## config.mk

```make
export PLATFORM = sky130hd
export DESIGN_NAME = dd_div
export DESIGN_NICKNAME = d
export VERILOG_FILES = /design/src/rtl/core/dd_pkg.sv /design/src/rtl/core/dd_div.sv
export SDC_FILE = /design/constraint.sdc
export NUM_CORES = 2
export LEC_CHECK = 0
export BUFFER_PORTS_ARGS = -buffer_cell sky130_fd_sc_hd__buf_2
export CAP_MARGIN = 15
export CORE_MARGIN = 8
export CORE_UTILIZATION = 50
export CTS_BUF_LIST = sky130_fd_sc_hd__clkbuf_16
export CTS_CLUSTER_DIAMETER = 120
export CTS_CLUSTER_SIZE = 16
export DETAILED_ROUTE_END_ITERATION = 12
export PLACE_DENSITY = 0.64
export SETUP_SLACK_MARGIN = 0.02
export SYNTH_ARGS = -nofsm -noshare
export SYNTH_HDL_FRONTEND = slang
export SYNTH_SLANG_ARGS = --single-unit
```

## constraint.sdc

```tcl
create_clock -name clk_i -period 20.4 [get_ports clk_i]
set_input_delay 3.06 -clock clk_i [delete_from_list [all_inputs] [get_ports clk_i]]
set_output_delay 3.06 -clock clk_i [all_outputs]
set_load 0.05 [all_outputs]
```

## src/rtl/core/dd_pkg.sv

```systemverilog
// Shared types and constants for the differential-drive pose-rate block.
// Holds the payload structs, fixed-point widths, CORDIC angle table and register indexes.
// No dependencies.
package dd_pkg;

  // Fixed-point working widths
  localparam int CORDIC_STEPS = 16;
  localparam int DIV_STAGES = 18;  // setup, overflow check, 16 x 2 quotient bits
  localparam int XW = 27;   // CORDIC x/y, Q.24 with headroom
  localparam int ZW = 20;   // CORDIC angle, Q.16
  localparam int PW = 34;   // radius * wheel sum/diff
  localparam int MW = 42;   // rounded dividend magnitude
  localparam int RW = 48;   // divider remainder
  localparam int QW = 32;   // quotient bits produced

  localparam logic signed [ZW-1:0] ANG_PI      = 20'sd205887;
  localparam logic signed [ZW-1:0] ANG_HALF_PI = 20'sd102944;
  localparam logic signed [XW-1:0] CORDIC_K    = 27'sd10188013;

  // Register indexes
  localparam logic CFG_RADIUS  = 1'b0;
  localparam logic CFG_SPACING = 1'b1;

  localparam logic [15:0] RADIUS_RST  = 16'd4096;
  localparam logic [15:0] SPACING_RST = 16'd16384;

  typedef struct packed {
    logic signed [15:0] heading;
    logic signed [15:0] left_wheel_rate;
    logic signed [15:0] right_wheel_rate;
  } in_t;

  typedef struct packed {
    logic signed [31:0] x_rate;
    logic signed [31:0] y_rate;
    logic signed [31:0] heading_rate;
  } out_t;

  // atan(2^-i) in Q.16
  function automatic logic signed [ZW-1:0] atan_q16(input logic [3:0] i);
    logic signed [ZW-1:0] a;
    case (i)
      4'd0:    a = 20'sd51472;
      4'd1:    a = 20'sd30386;
      4'd2:    a = 20'sd16055;
      4'd3:    a = 20'sd8150;
      4'd4:    a = 20'sd4091;
      4'd5:    a = 20'sd2047;
      4'd6:    a = 20'sd1024;
      4'd7:    a = 20'sd512;
      4'd8:    a = 20'sd256;
      4'd9:    a = 20'sd128;
      4'd10:   a = 20'sd64;
      4'd11:   a = 20'sd32;
      4'd12:   a = 20'sd16;
      4'd13:   a = 20'sd8;
      4'd14:   a = 20'sd4;
      default: a = 20'sd2;
    endcase
    return a;
  endfunction

endpackage

```

## src/rtl/core/dd_div.sv

```systemverilog
// Pipelined restoring divider for the heading rate: |num| rounded by spacing.
// Two quotient bits per stage, overflow flagged up front. Uses dd_pkg.
module dd_div (
  input  logic                         clk_i,
  input  logic [dd_pkg::DIV_STAGES-1:0] en_i,
  input  logic signed [dd_pkg::PW-1:0] prod_i,
  input  logic [15:0]                  spacing_i,
  output logic [dd_pkg::QW-1:0]        quot_o,
  output logic                         ovf_o,
  output logic                         zero_o,
  output logic                         neg_o
);
  import dd_pkg::*;

  localparam int LAST = DIV_STAGES - 1;

  logic [MW-1:0] m_q;
  logic [RW-1:0] rem_q [DIV_STAGES];
  logic [QW-1:0] quot_q [DIV_STAGES];
  logic          ovf_q [DIV_STAGES];
  logic          zero_q [DIV_STAGES];
  logic          neg_q [DIV_STAGES];

  logic [PW-1:0] mag;
  logic [MW-1:0] m_d;

  // magnitude, times 256, plus half the divisor for round-to-nearest
  always_comb begin
    mag = prod_i[PW-1] ? PW'(-prod_i) : PW'(prod_i);
    m_d = {mag[MW-9:0], 8'b0} + MW'(spacing_i >> 1);
  end

  always_ff @(posedge clk_i) begin
    if (en_i[0]) begin
      m_q      <= m_d;
      neg_q[0] <= prod_i[PW-1];
    end
    if (en_i[1]) begin
      rem_q[1]  <= RW'(m_q);
      quot_q[1] <= '0;
      ovf_q[1]  <= RW'(m_q) >= {spacing_i, 32'b0};
      zero_q[1] <= (m_q == '0);
      neg_q[1]  <= neg_q[0];
    end
  end

  for (genvar j = 0; j < 16; j++) begin : g_step
    logic [RW-1:0] r;
    logic [RW-1:0] d;
    logic [QW-1:0] q;

    always_comb begin
      r = rem_q[j+1];
      q = quot_q[j+1];
      for (int b = 0; b < 2; b++) begin
        d = RW'(spacing_i) << (31 - 2*j - b);
        if (r >= d) begin
          r = r - d;
          q[31 - 2*j - b] = 1'b1;
        end
      end
    end

    always_ff @(posedge clk_i) begin
      if (en_i[j+2]) begin
        rem_q[j+2]  <= r;
        quot_q[j+2] <= q;
        ovf_q[j+2]  <= ovf_q[j+1];
        zero_q[j+2] <= zero_q[j+1];
        neg_q[j+2]  <= neg_q[j+1];
      end
    end
  end

  assign quot_o = quot_q[LAST];
  assign ovf_o  = ovf_q[LAST];
  assign zero_o = zero_q[LAST];
  assign neg_o  = neg_q[LAST];

endmodule

```

==> metrics.txt <==
initial antenna violation count 2; most common library cells after synthesis 1128 x edfxtp_1, 648 x nand2_1, 642 x nor2_1, 528 x xnor2_1, 526 x a21oi_1; Clk pwr share 0.122; area grow syn2layout 6.773%; sequential share of power 0.304; Post-CTS Resized 0; Total GRT Usage 0.2516; I/O Buffers 103; sw frac 0.4345; Hold Buf Count CTS 0; Chip Height 410.4 um; WS Path Type primary input to register; largest net degree at the start of global routing 70; FF-to-FF Start rem_q[0][643]; Routability Congestion 0.9582; Slew @ Worst Pin 1.121 ns; final setup vio count 0; post-layout min period 11.20 ns; first-pass GRT wire length 335600 um; Arr. time, crit path 11.64 ns; H-tree levels 3; Netlist Area Pre-Place 77760 sq um; Crit Path Max Fanout 28; Clock Skew 0.05484 ns; slew margin rel. 0.2445; FF+latch count, synth 1128; pwr/cell area 149.7 nW/um^2; number of post-CTS setup repair buffers 0; post-synth top area share 0.4356; Vias 60.77k; die area 168400 sq um; fin crit share 0.5490; Via density 6.165; Final Power 0.01243 W; Slew Limit Fails 0; Avg Inst Size Synth 10.08 sq um; Worst Slack Setup Final 9.200 ns; pre-CTS WS 8.636 ns; crit start category primary input; nets 8426; Distinct cells, synth 100; status complete, no violations; Req. time, crit path 20.84 ns; CTS clock-pin slew for the worst setup and hold paths 0.07 ns; sequential share of the synthesized area 0.4356; number of hold violations in the final report 0; Die W 410.4 um; final WL 220900 um; Synth area leader edfxtp_1; Syn Inst Count 7715; detailed-route DRC error count 0; Clk Latency, worst-skew pair 0.75 ns; TNS Setup 0 ns; row cnt 144; Sink Count 1128; Multi-input gate area 42170 sq um; top_reg_cell synth edfxtp_1; grt ovf 0; Clock Tree Buf Depth 3; Int Pwr 0.007027 W; fill count 13.72k; Final ANT Viol Nets 0; Clock Tree Root clkbuf_16; # IOs 104; DR pass1 iterations 6; LEAKAGE 29.86 nW; Peak VDD IR 91.28 uV; share of cells above drive strength 1 0.07222; vias in the first global route 58.45k; Sw Pwr 0.005399 W; number of max-cap violations 0; Starting Density 0.5042; Critical Path Sink Type register; leading cell type by number of instances after synthesis edfxtp_1; Reg area 33870 sq um; number of synthesized flops with an enable pin 1128; synth warn 0; combinational power share 0.574; Initial DRC Count 4746; Async S/R FF share, synth 0; Max Clock Freq 89.29 MHz; CTS tree done; CTS buffer count 80; Post-DP HPWL 169500 um; Hold WC Path Type register to register; Final Util 0.5383; CP startpoint spacing_i[7]; Worst Hold Launch quot_q[0][408]; main area contributors after synthesis edfxtp_1 44%, ha_1 8.4%, xnor2_1 5.9%; RSZ-0062 raised after global routing no; post-DR wirelength/cell 22.41 um; Syn Nets 8341; area of the core 154200 sq um
==> layer usage <==
layer	wire length, um	share of wire	vias to the layer above	global-route usage
met1	91170	0.41	29400	0.3092
met2	110200	0.50	1689	0.4536
met3	10110	0.046	399	0.02534
met5	0	0	-	0
met4	9368	0.042	0	0.09965
li1	-	-	29280	-
==> registers in the layout (all words and copies together) (netlist names) <==
signal and flops:
rem_q 762, quot_q 272, m_q 42, neg_q 18, ovf_q 17, zero_q 17
==> power by group through the flow <==
stage,sequential (W),combinational [W],clock (W)
2_1_floorplan,0.00358,0.00546,0
3_3_place_gp,0.00382,0.00693,0
3_5_place_dp,0.00382,0.00700,0
4_1_cts,0.00377,0.00705,0.00157
5_1_grt,0.00381,0.00786,0.00164
6_report,0.00378,0.00713,0.00152
==> cells in the final DEF, fill, tap and decap left out, drive strengths merged, types with 223 or more instances in the layout <==
cell type / n
nor3: 223
xor2: 263
a21oi: 527
ha: 525
edfxtp: 1128
inv: 283
o21ai: 412
nand2: 648
nor2: 643
xnor2: 528
==> cells by family (layout without fill, tap and decap cells) <==
group / count (synthesis) / in the layout / synth area share
simple gates: 2731 / 2731 / 0.1792
compound gates: 1873 / 1873 / 0.1556
flops: 1128 / 1128 / 0.4356
xor+xnor: 791 / 791 / 0.08910
fa+ha+maj: 557 / 557 / 0.09272
buf+inv: 458 / 553 / 0.02266
mux: 177 / 177 / 0.02517
other cells: 0 / 3 / 0
==> stage by stage <==
stage	hold WS (ns)	cells	area, sq um
after floorplan	0.4003	7715	77760
after global placement	0.4010	9762	80790
after detailed placement	0.4045	9762	80790
after CTS	0.3942	9854	83020
after global routing	0.3952	9856	83020
final	0.3960	9857	83020
==> worst max-delay path, cell delays in order <==
cell	delay, ns
buf_2	0.12
inv_2	0.36
buf_4	0.39
buf_4	0.39
ha_1	0.31
nand4_1	0.14
a2111oi_0	0.34
o21ai_0	0.28
a31oi_1	0.41
nor2_1	0.09
buf_4	0.24
inv_1	0.55
a21oi_1	0.27
fa_1	0.48
a21o_1	0.18
a21oi_1	0.22
o21bai_1	0.13
a41o_1	0.29
a21boi_0	0.40
o211a_1	0.27
o21ai_0	0.13
nand4b_1	0.28
nor2_1	0.33
and3_1	0.83
inv_1	0.60
and3_1	0.36
xnor2_1	0.12
==> final timing paths <==
path / slack [ns] / depth (start not counted) / endpoint
setup reg to reg: 12.25 / 23 / rem_q[0][719]
setup / recovery: 9.20 / 27 / rem_q[0][719]
hold reg to reg: 0.40 / 0 / quot_q[0][440]
hold / removal: 0.40 / 0 / quot_q[0][440]
==> area by class of cell <==
cell class / count / share of cell area
Antenna cell: 3 / 0.00009042
Clock buffer: 80 / 0.02411
Clock inverter: 12 / 0.002773
Inverter: 282 / 0.01278
Multi-Input combinational cell: 6129 / 0.5079
Sequential cell: 1128 / 0.4080
Tap cell: 2044 / 0.03080
Timing Repair Buffer: 179 / 0.01359
Note: power is estimated with default switching activity, not from simulation.
