[config.mk]
export PLATFORM = sky130hd
export DESIGN_NAME = dd_cordic
export DESIGN_NICKNAME = d
export VERILOG_FILES = /design/src/rtl/core/dd_pkg.sv /design/src/rtl/core/dd_cordic.sv
export SDC_FILE = /design/constraint.sdc
export NUM_CORES = 2
export LEC_CHECK = 0
export BUFFER_PORTS_ARGS = -buffer_cell sky130_fd_sc_hd__buf_2
export CAP_MARGIN = 20
export CORE_MARGIN = 10
export CORE_UTILIZATION = 61
export CTS_CLUSTER_DIAMETER = 50
export DETAILED_ROUTE_END_ITERATION = 7
export PLACE_DENSITY_LB_ADDON = 0.2
export SYNTH_ARGS = -nofsm -noshare
export SYNTH_HDL_FRONTEND = slang
export SYNTH_SLANG_ARGS = --single-unit
export TNS_END_PERCENT = 50
[constraint.sdc]
create_clock -name clk_i -period 5.5 [get_ports clk_i]
set_input_delay 0.55 -clock clk_i [delete_from_list [all_inputs] [get_ports clk_i]]
set_output_delay 0.55 -clock clk_i [all_outputs]
set_load 0.02 [all_outputs]
[src/rtl/core/dd_pkg.sv]
// Shared types and constants for the differential-drive pose-rate block.
// Holds the payload structs, fixed-point widths, CORDIC angle table and register indexes.
// No dependencies.
package dd_pkg;

  // Fixed-point working widths
  localparam int CORDIC_STEPS = 16;
  localparam int DIV_STAGES = 18;  // setup, overflow check, 16 x 2 quotient bits
  localparam int XW = 27;   // CORDIC x/y, Q.24 with headroom
  localparam int ZW = 20;   // CORDIC angle, Q.16
  localparam int PW = 34;   // radius * wheel sum/diff
  localparam int MW = 42;   // rounded dividend magnitude
  localparam int RW = 48;   // divider remainder
  localparam int QW = 32;   // quotient bits produced

  localparam logic signed [ZW-1:0] ANG_PI      = 20'sd205887;
  localparam logic signed [ZW-1:0] ANG_HALF_PI = 20'sd102944;
  localparam logic signed [XW-1:0] CORDIC_K    = 27'sd10188013;

  // Register indexes
  localparam logic CFG_RADIUS  = 1'b0;
  localparam logic CFG_SPACING = 1'b1;

  localparam logic [15:0] RADIUS_RST  = 16'd4096;
  localparam logic [15:0] SPACING_RST = 16'd16384;

  typedef struct packed {
    logic signed [15:0] heading;
    logic signed [15:0] left_wheel_rate;
    logic signed [15:0] right_wheel_rate;
  } in_t;

  typedef struct packed {
    logic signed [31:0] x_rate;
    logic signed [31:0] y_rate;
    logic signed [31:0] heading_rate;
  } out_t;

  // atan(2^-i) in Q.16
  function automatic logic signed [ZW-1:0] atan_q16(input logic [3:0] i);
    logic signed [ZW-1:0] a;
    case (i)
      4'd0:    a = 20'sd51472;
      4'd1:    a = 20'sd30386;
      4'd2:    a = 20'sd16055;
      4'd3:    a = 20'sd8150;
      4'd4:    a = 20'sd4091;
      4'd5:    a = 20'sd2047;
      4'd6:    a = 20'sd1024;
      4'd7:    a = 20'sd512;
      4'd8:    a = 20'sd256;
      4'd9:    a = 20'sd128;
      4'd10:   a = 20'sd64;
      4'd11:   a = 20'sd32;
      4'd12:   a = 20'sd16;
      4'd13:   a = 20'sd8;
      4'd14:   a = 20'sd4;
      default: a = 20'sd2;
    endcase
    return a;
  endfunction

endpackage

[src/rtl/core/dd_cordic.sv]
// Pipelined rotation-mode CORDIC, one iteration per stage, sin/cos in Q.24.
// Uses dd_pkg (widths, gain-loaded start vector, atan table).
module dd_cordic (
  input  logic                          clk_i,
  input  logic [dd_pkg::CORDIC_STEPS-1:0] en_i,
  input  logic signed [dd_pkg::ZW-1:0]  z_i,
  input  logic                          neg_i,
  output logic signed [dd_pkg::XW-1:0]  cos_o,
  output logic signed [dd_pkg::XW-1:0]  sin_o
);
  import dd_pkg::*;

  logic signed [XW-1:0] x_q [CORDIC_STEPS];
  logic signed [XW-1:0] y_q [CORDIC_STEPS];
  logic signed [ZW-1:0] z_q [CORDIC_STEPS];
  logic                 neg_q [CORDIC_STEPS];

  for (genvar i = 0; i < CORDIC_STEPS; i++) begin : g_step
    logic signed [XW-1:0] xp, yp, xn, yn;
    logic signed [ZW-1:0] zp, zn;
    logic                 np;

    if (i == 0) begin : g_first
      assign xp = CORDIC_K;
      assign yp = '0;
      assign zp = z_i;
      assign np = neg_i;
    end else begin : g_next
      assign xp = x_q[i-1];
      assign yp = y_q[i-1];
      assign zp = z_q[i-1];
      assign np = neg_q[i-1];
    end

    always_comb begin
      if (zp >= 0) begin
        xn = xp - (yp >>> i);
        yn = yp + (xp >>> i);
        zn = zp - atan_q16(4'(i));
      end else begin
        xn = xp + (yp >>> i);
        yn = yp - (xp >>> i);
        zn = zp + atan_q16(4'(i));
      end
    end

    always_ff @(posedge clk_i) begin
      if (en_i[i]) begin
        // last stage folds in the half-turn sign flip
        if (i == CORDIC_STEPS - 1 && np) begin
          x_q[i] <= -xn;
          y_q[i] <= -yn;
        end else begin
          x_q[i] <= xn;
          y_q[i] <= yn;
        end
        z_q[i]   <= zn;
        neg_q[i] <= np;
      end
    end
  end

  assign cos_o = x_q[CORDIC_STEPS-1];
  assign sin_o = y_q[CORDIC_STEPS-1];

endmodule

==> flow_summary.json <==
{
  "result_of_the_run": "complete, no violations",
  "tritoncts_num_sinks": 1097,
  "post_synth_inst_count": 8902,
  "worstSetupPathType": "reg2reg",
  "path_max_fanout": 11,
  "route.antenna.remaining_nets": 0,
  "edff_count_synth": 1097,
  "drive_above_1_share_pct": 6.13,
  "detailed_route_iter0_violations": 4725,
  "drt_pass1_iterations": 6,
  "postLayoutSetupSlackWorst_ns": 0.209,
  "num-nets-final": 10200,
  "timing.fmax_mhz": 189,
  "first_pass_grt_wire_length_um": 348000,
  "ios": 92,
  "timing.critical_path.slowest_cell_delay_ns": 0.47,
  "critPathRequiredTime_ns": 6.03,
  "initial_core_util_pct": 61.2,
  "netlist_area_um2": 87800,
  "timing.max_cap.violations": 0,
  "detailed_route_drc_error_count": 0,
  "cts_htree_levels": 4,
  "maximum_clock_insertion_buffer_count": 3,
  "relSlewSlack_pct": 27.6,
  "place.gp.congestion": 0.926,
  "routed_wl_um": 219000,
  "filler_cell_count": 11300,
  "slew_viol_final": 0,
  "hold_class": "in2reg",
  "crit_path_frequent_cell": "sky130_fd_sc_hd__a21oi_1",
  "floorplan.die_area_um2": 159000,
  "yosys_register_bits": 1097,
  "post_synth_num_cell_types": 91,
  "global_route.overflow_total": 0,
  "hold_violations_final": 0,
  "final.min_clock_period_ns": 5.29,
  "groute.usage.overall_pct": 26.9,
  "die_h_um": 399,
  "timing.hold.ws_ns": 0.0552,
  "clock-root-buffer": "sky130_fd_sc_hd__clkbuf_16",
  "buffer_ports.inserted": 91,
  "clk_latency_ns": 0.79,
  "mostFrequentLayoutCells": "sky130_fd_sc_hd__edfxtp_1 (1097), sky130_fd_sc_hd__ha_1 (989), sky130_fd_sc_hd__xnor2_1 (908)",
  "finish.cell_count_without_fillers": 11200,
  "seqCellArea_um2": 32900,
  "placed_insts": 10900,
  "combined_area_of_the_multi_input_logic_cells_um2": 52800,
  "maximum_number_of_pins_on_one_net_before_global_route_repair": 76,
  "finClkSkew_ns": 0.0301,
  "post-dp-hpwl_um": 173000,
  "fin_crit_sh_pct": 96.2,
  "diodes_inserted": 0,
  "post_cts_buffers": 0,
  "via_count_of_the_first_global_routing_pass": 66300,
  "mostFrequentLayoutCell": "sky130_fd_sc_hd__edfxtp_1",
  "route.detailed.wl_per_inst_um": 19.6,
  "reg2reg_slack_ns": 0.21,
  "finalSetupViolations": 0,
  "dominantRegCellSynth": "sky130_fd_sc_hd__edfxtp_1",
  "crit_chain": "inv_1, ha_1, nor4b_1, and3_1, nor2_1, clkinv_1, buf_4, a211oi_1, buf_4, a21oi_1, ha_1, a21o_1, a21o_1, a21oi_1, o21ai_0, a41o_1, or4_1, a31o_2, a21oi_1, xnor2_1",
  "critical_path.slowest_cell": "sky130_fd_sc_hd__clkinv_1",
  "part_of_the_yosys_area_used_for_sequential_elements_pct": 37.5,
  "cp-start-kind": "register",
  "clock_pin_slew_of_the_registers_on_the_worst_case_setup_and_hold_paths_ns": 0.06,
  "synthToLayoutAreaGrowth_pct": 9.73,
  "width_of_the_chip_um": 399,
  "worst_ep_arrival_time_ns": 5.82,
  "synthArstFlopShare_pct": 0,
  "routed-via-count": 67700,
  "vias_per_cell": 6.07,
  "syn-mean-instance-area_um2": 9.86,
  "yosys_warnings": 0,
  "cts-buffers-inserted": 148,
  "preCtsSetupSlack_ns": 0.185,
  "setup.worst_path.end_class": "register",
  "clock_tree_from_tritoncts": "built",
  "core_area_um2": 143000,
  "initial_antenna_violation_count": 2,
  "floorplan.rows": 139,
  "tightestPinTransition_ns": 1.09
}
==> state kept, by name, summed over array words and instances (netlist names) <==
| signal | flops |
|---|---|
| z_q | 281 |
| x_q | 397 |
| neg_q | 15 |
| y_q | 404 |
==> routing by layer <==
| metal | part of all wire (%) | GRT usage, % | up-vias |
|---|---|---|---|
| met1 | 41 | 32.6 | 32100 |
| li1 | - | - | 33300 |
| met2 | 50 | 48.0 | 1851 |
| met5 | 0.0050 | 0 | - |
| met3 | 4.8 | 3.16 | 449 |
| met4 | 4.3 | 11.2 | 2 |
==> synthesized netlist by cell type (all sizes together) (65+ instances only) <==
cell type / n / share of area (%)
nor4: 97 / 0.72
nor3: 199 / 1.1
edfxtp: 1097 / 38
a31oi: 90 / 0.64
or3: 65 / 0.47
clkbuf: 102 / 0.44
nand2b: 103 / 0.73
xor2: 431 / 4.3
ha: 990 / 14
and3: 93 / 0.66
o21a: 114 / 0.98
o31ai: 124 / 1.1
o21ai: 445 / 2.5
inv: 461 / 2.0
nor2: 671 / 2.9
o21bai: 158 / 1.4
xnor2: 908 / 9.1
nand2: 582 / 2.5
a21o: 344 / 2.9
nor2b: 122 / 0.88
a21oi: 802 / 4.6
nand3: 152 / 0.87
==> critical path, delay by kind of cell, from the launching register on <==
| family | cells | cell delay, ns |
|---|---|---|
| AND/OR/NAND/NOR | 4 | 1.13 |
| flip-flops | 1 | 0.36 |
| buffers and inverters | 4 | 1.09 |
| XOR/XNOR | 1 | 0.10 |
| adder cells (fa/ha/maj) | 2 | 0.57 |
| AO/OA/AOI/OAI | 9 | 1.79 |
==> cell families (layout without fill, tap and decap cells) <==
family                   Yosys count  count (layout)  share of synthesized area (%)
XOR/XNOR                        1339            1339                           13.4
AO/OA/AOI/OAI                   2464            2464                           17.9
AND/OR/NAND/NOR                 2310            2310                           12.7
flip-flops                      1097            1097                           37.5
adder cells (fa/ha/maj)         1036            1036                           15.2
multiplexers                      66              66                          0.780
buffers and inverters            588             931                           2.52
other                              2               5                        0.00856
==> area by class of cell <==
cell class | instances | share of cell area [%]
Tap cell | 1903 | 2.47
Sequential cell | 1097 | 34.2
Timing Repair Buffer | 197 | 1.37
Inverter | 465 | 1.82
Clock buffer | 167 | 4.01
Multi-Input combinational cell | 7220 | 54.8
Clock inverter | 102 | 1.32
==> path summary, 6_finish.rpt <==
| check | from | to | depth (start not counted) |
|---|---|---|---|
| worst max-delay path | z_q[1][19]$_DFFE_PP_ | x_q[1][53]$_DFFE_PP_ | 20 |
| worst min-delay path | z_i[4] | z_q[0][4]$_DFFE_PP_ | 2 |
| worst max register to register | z_q[1][19]$_DFFE_PP_ | x_q[1][53]$_DFFE_PP_ | 20 |
| worst min register to register | neg_q[0][2]$_DFFE_PP_ | neg_q[0][3]$_DFFE_PP_ | 0 |
==> per-stage QoR <==
stage	TNS [ns]	instance area [um2]	utilization, %
2_1_floorplan	0	87800	-
4_1_cts	0	96200	67.1
6_report	0	96300	67.2
3_3_place_gp	0	91000	63.5
3_5_place_dp	0	91000	63.5
5_1_grt	-0.0501	96300	67.2
==> what timing repair did <==
| item | 4_1_cts | 5_1_grt |
|---|---|---|
| resized for setup | 0 | 30 |
| hold endpoints to repair | 9 | 0 |
| setup endpoints to repair | 0 | 42 |
| hold buffers | 6 | 0 |
Power is left out: the tool's default activity adds up to more than one toggle a clock period on the data nets, which glitch-free logic cannot reach.
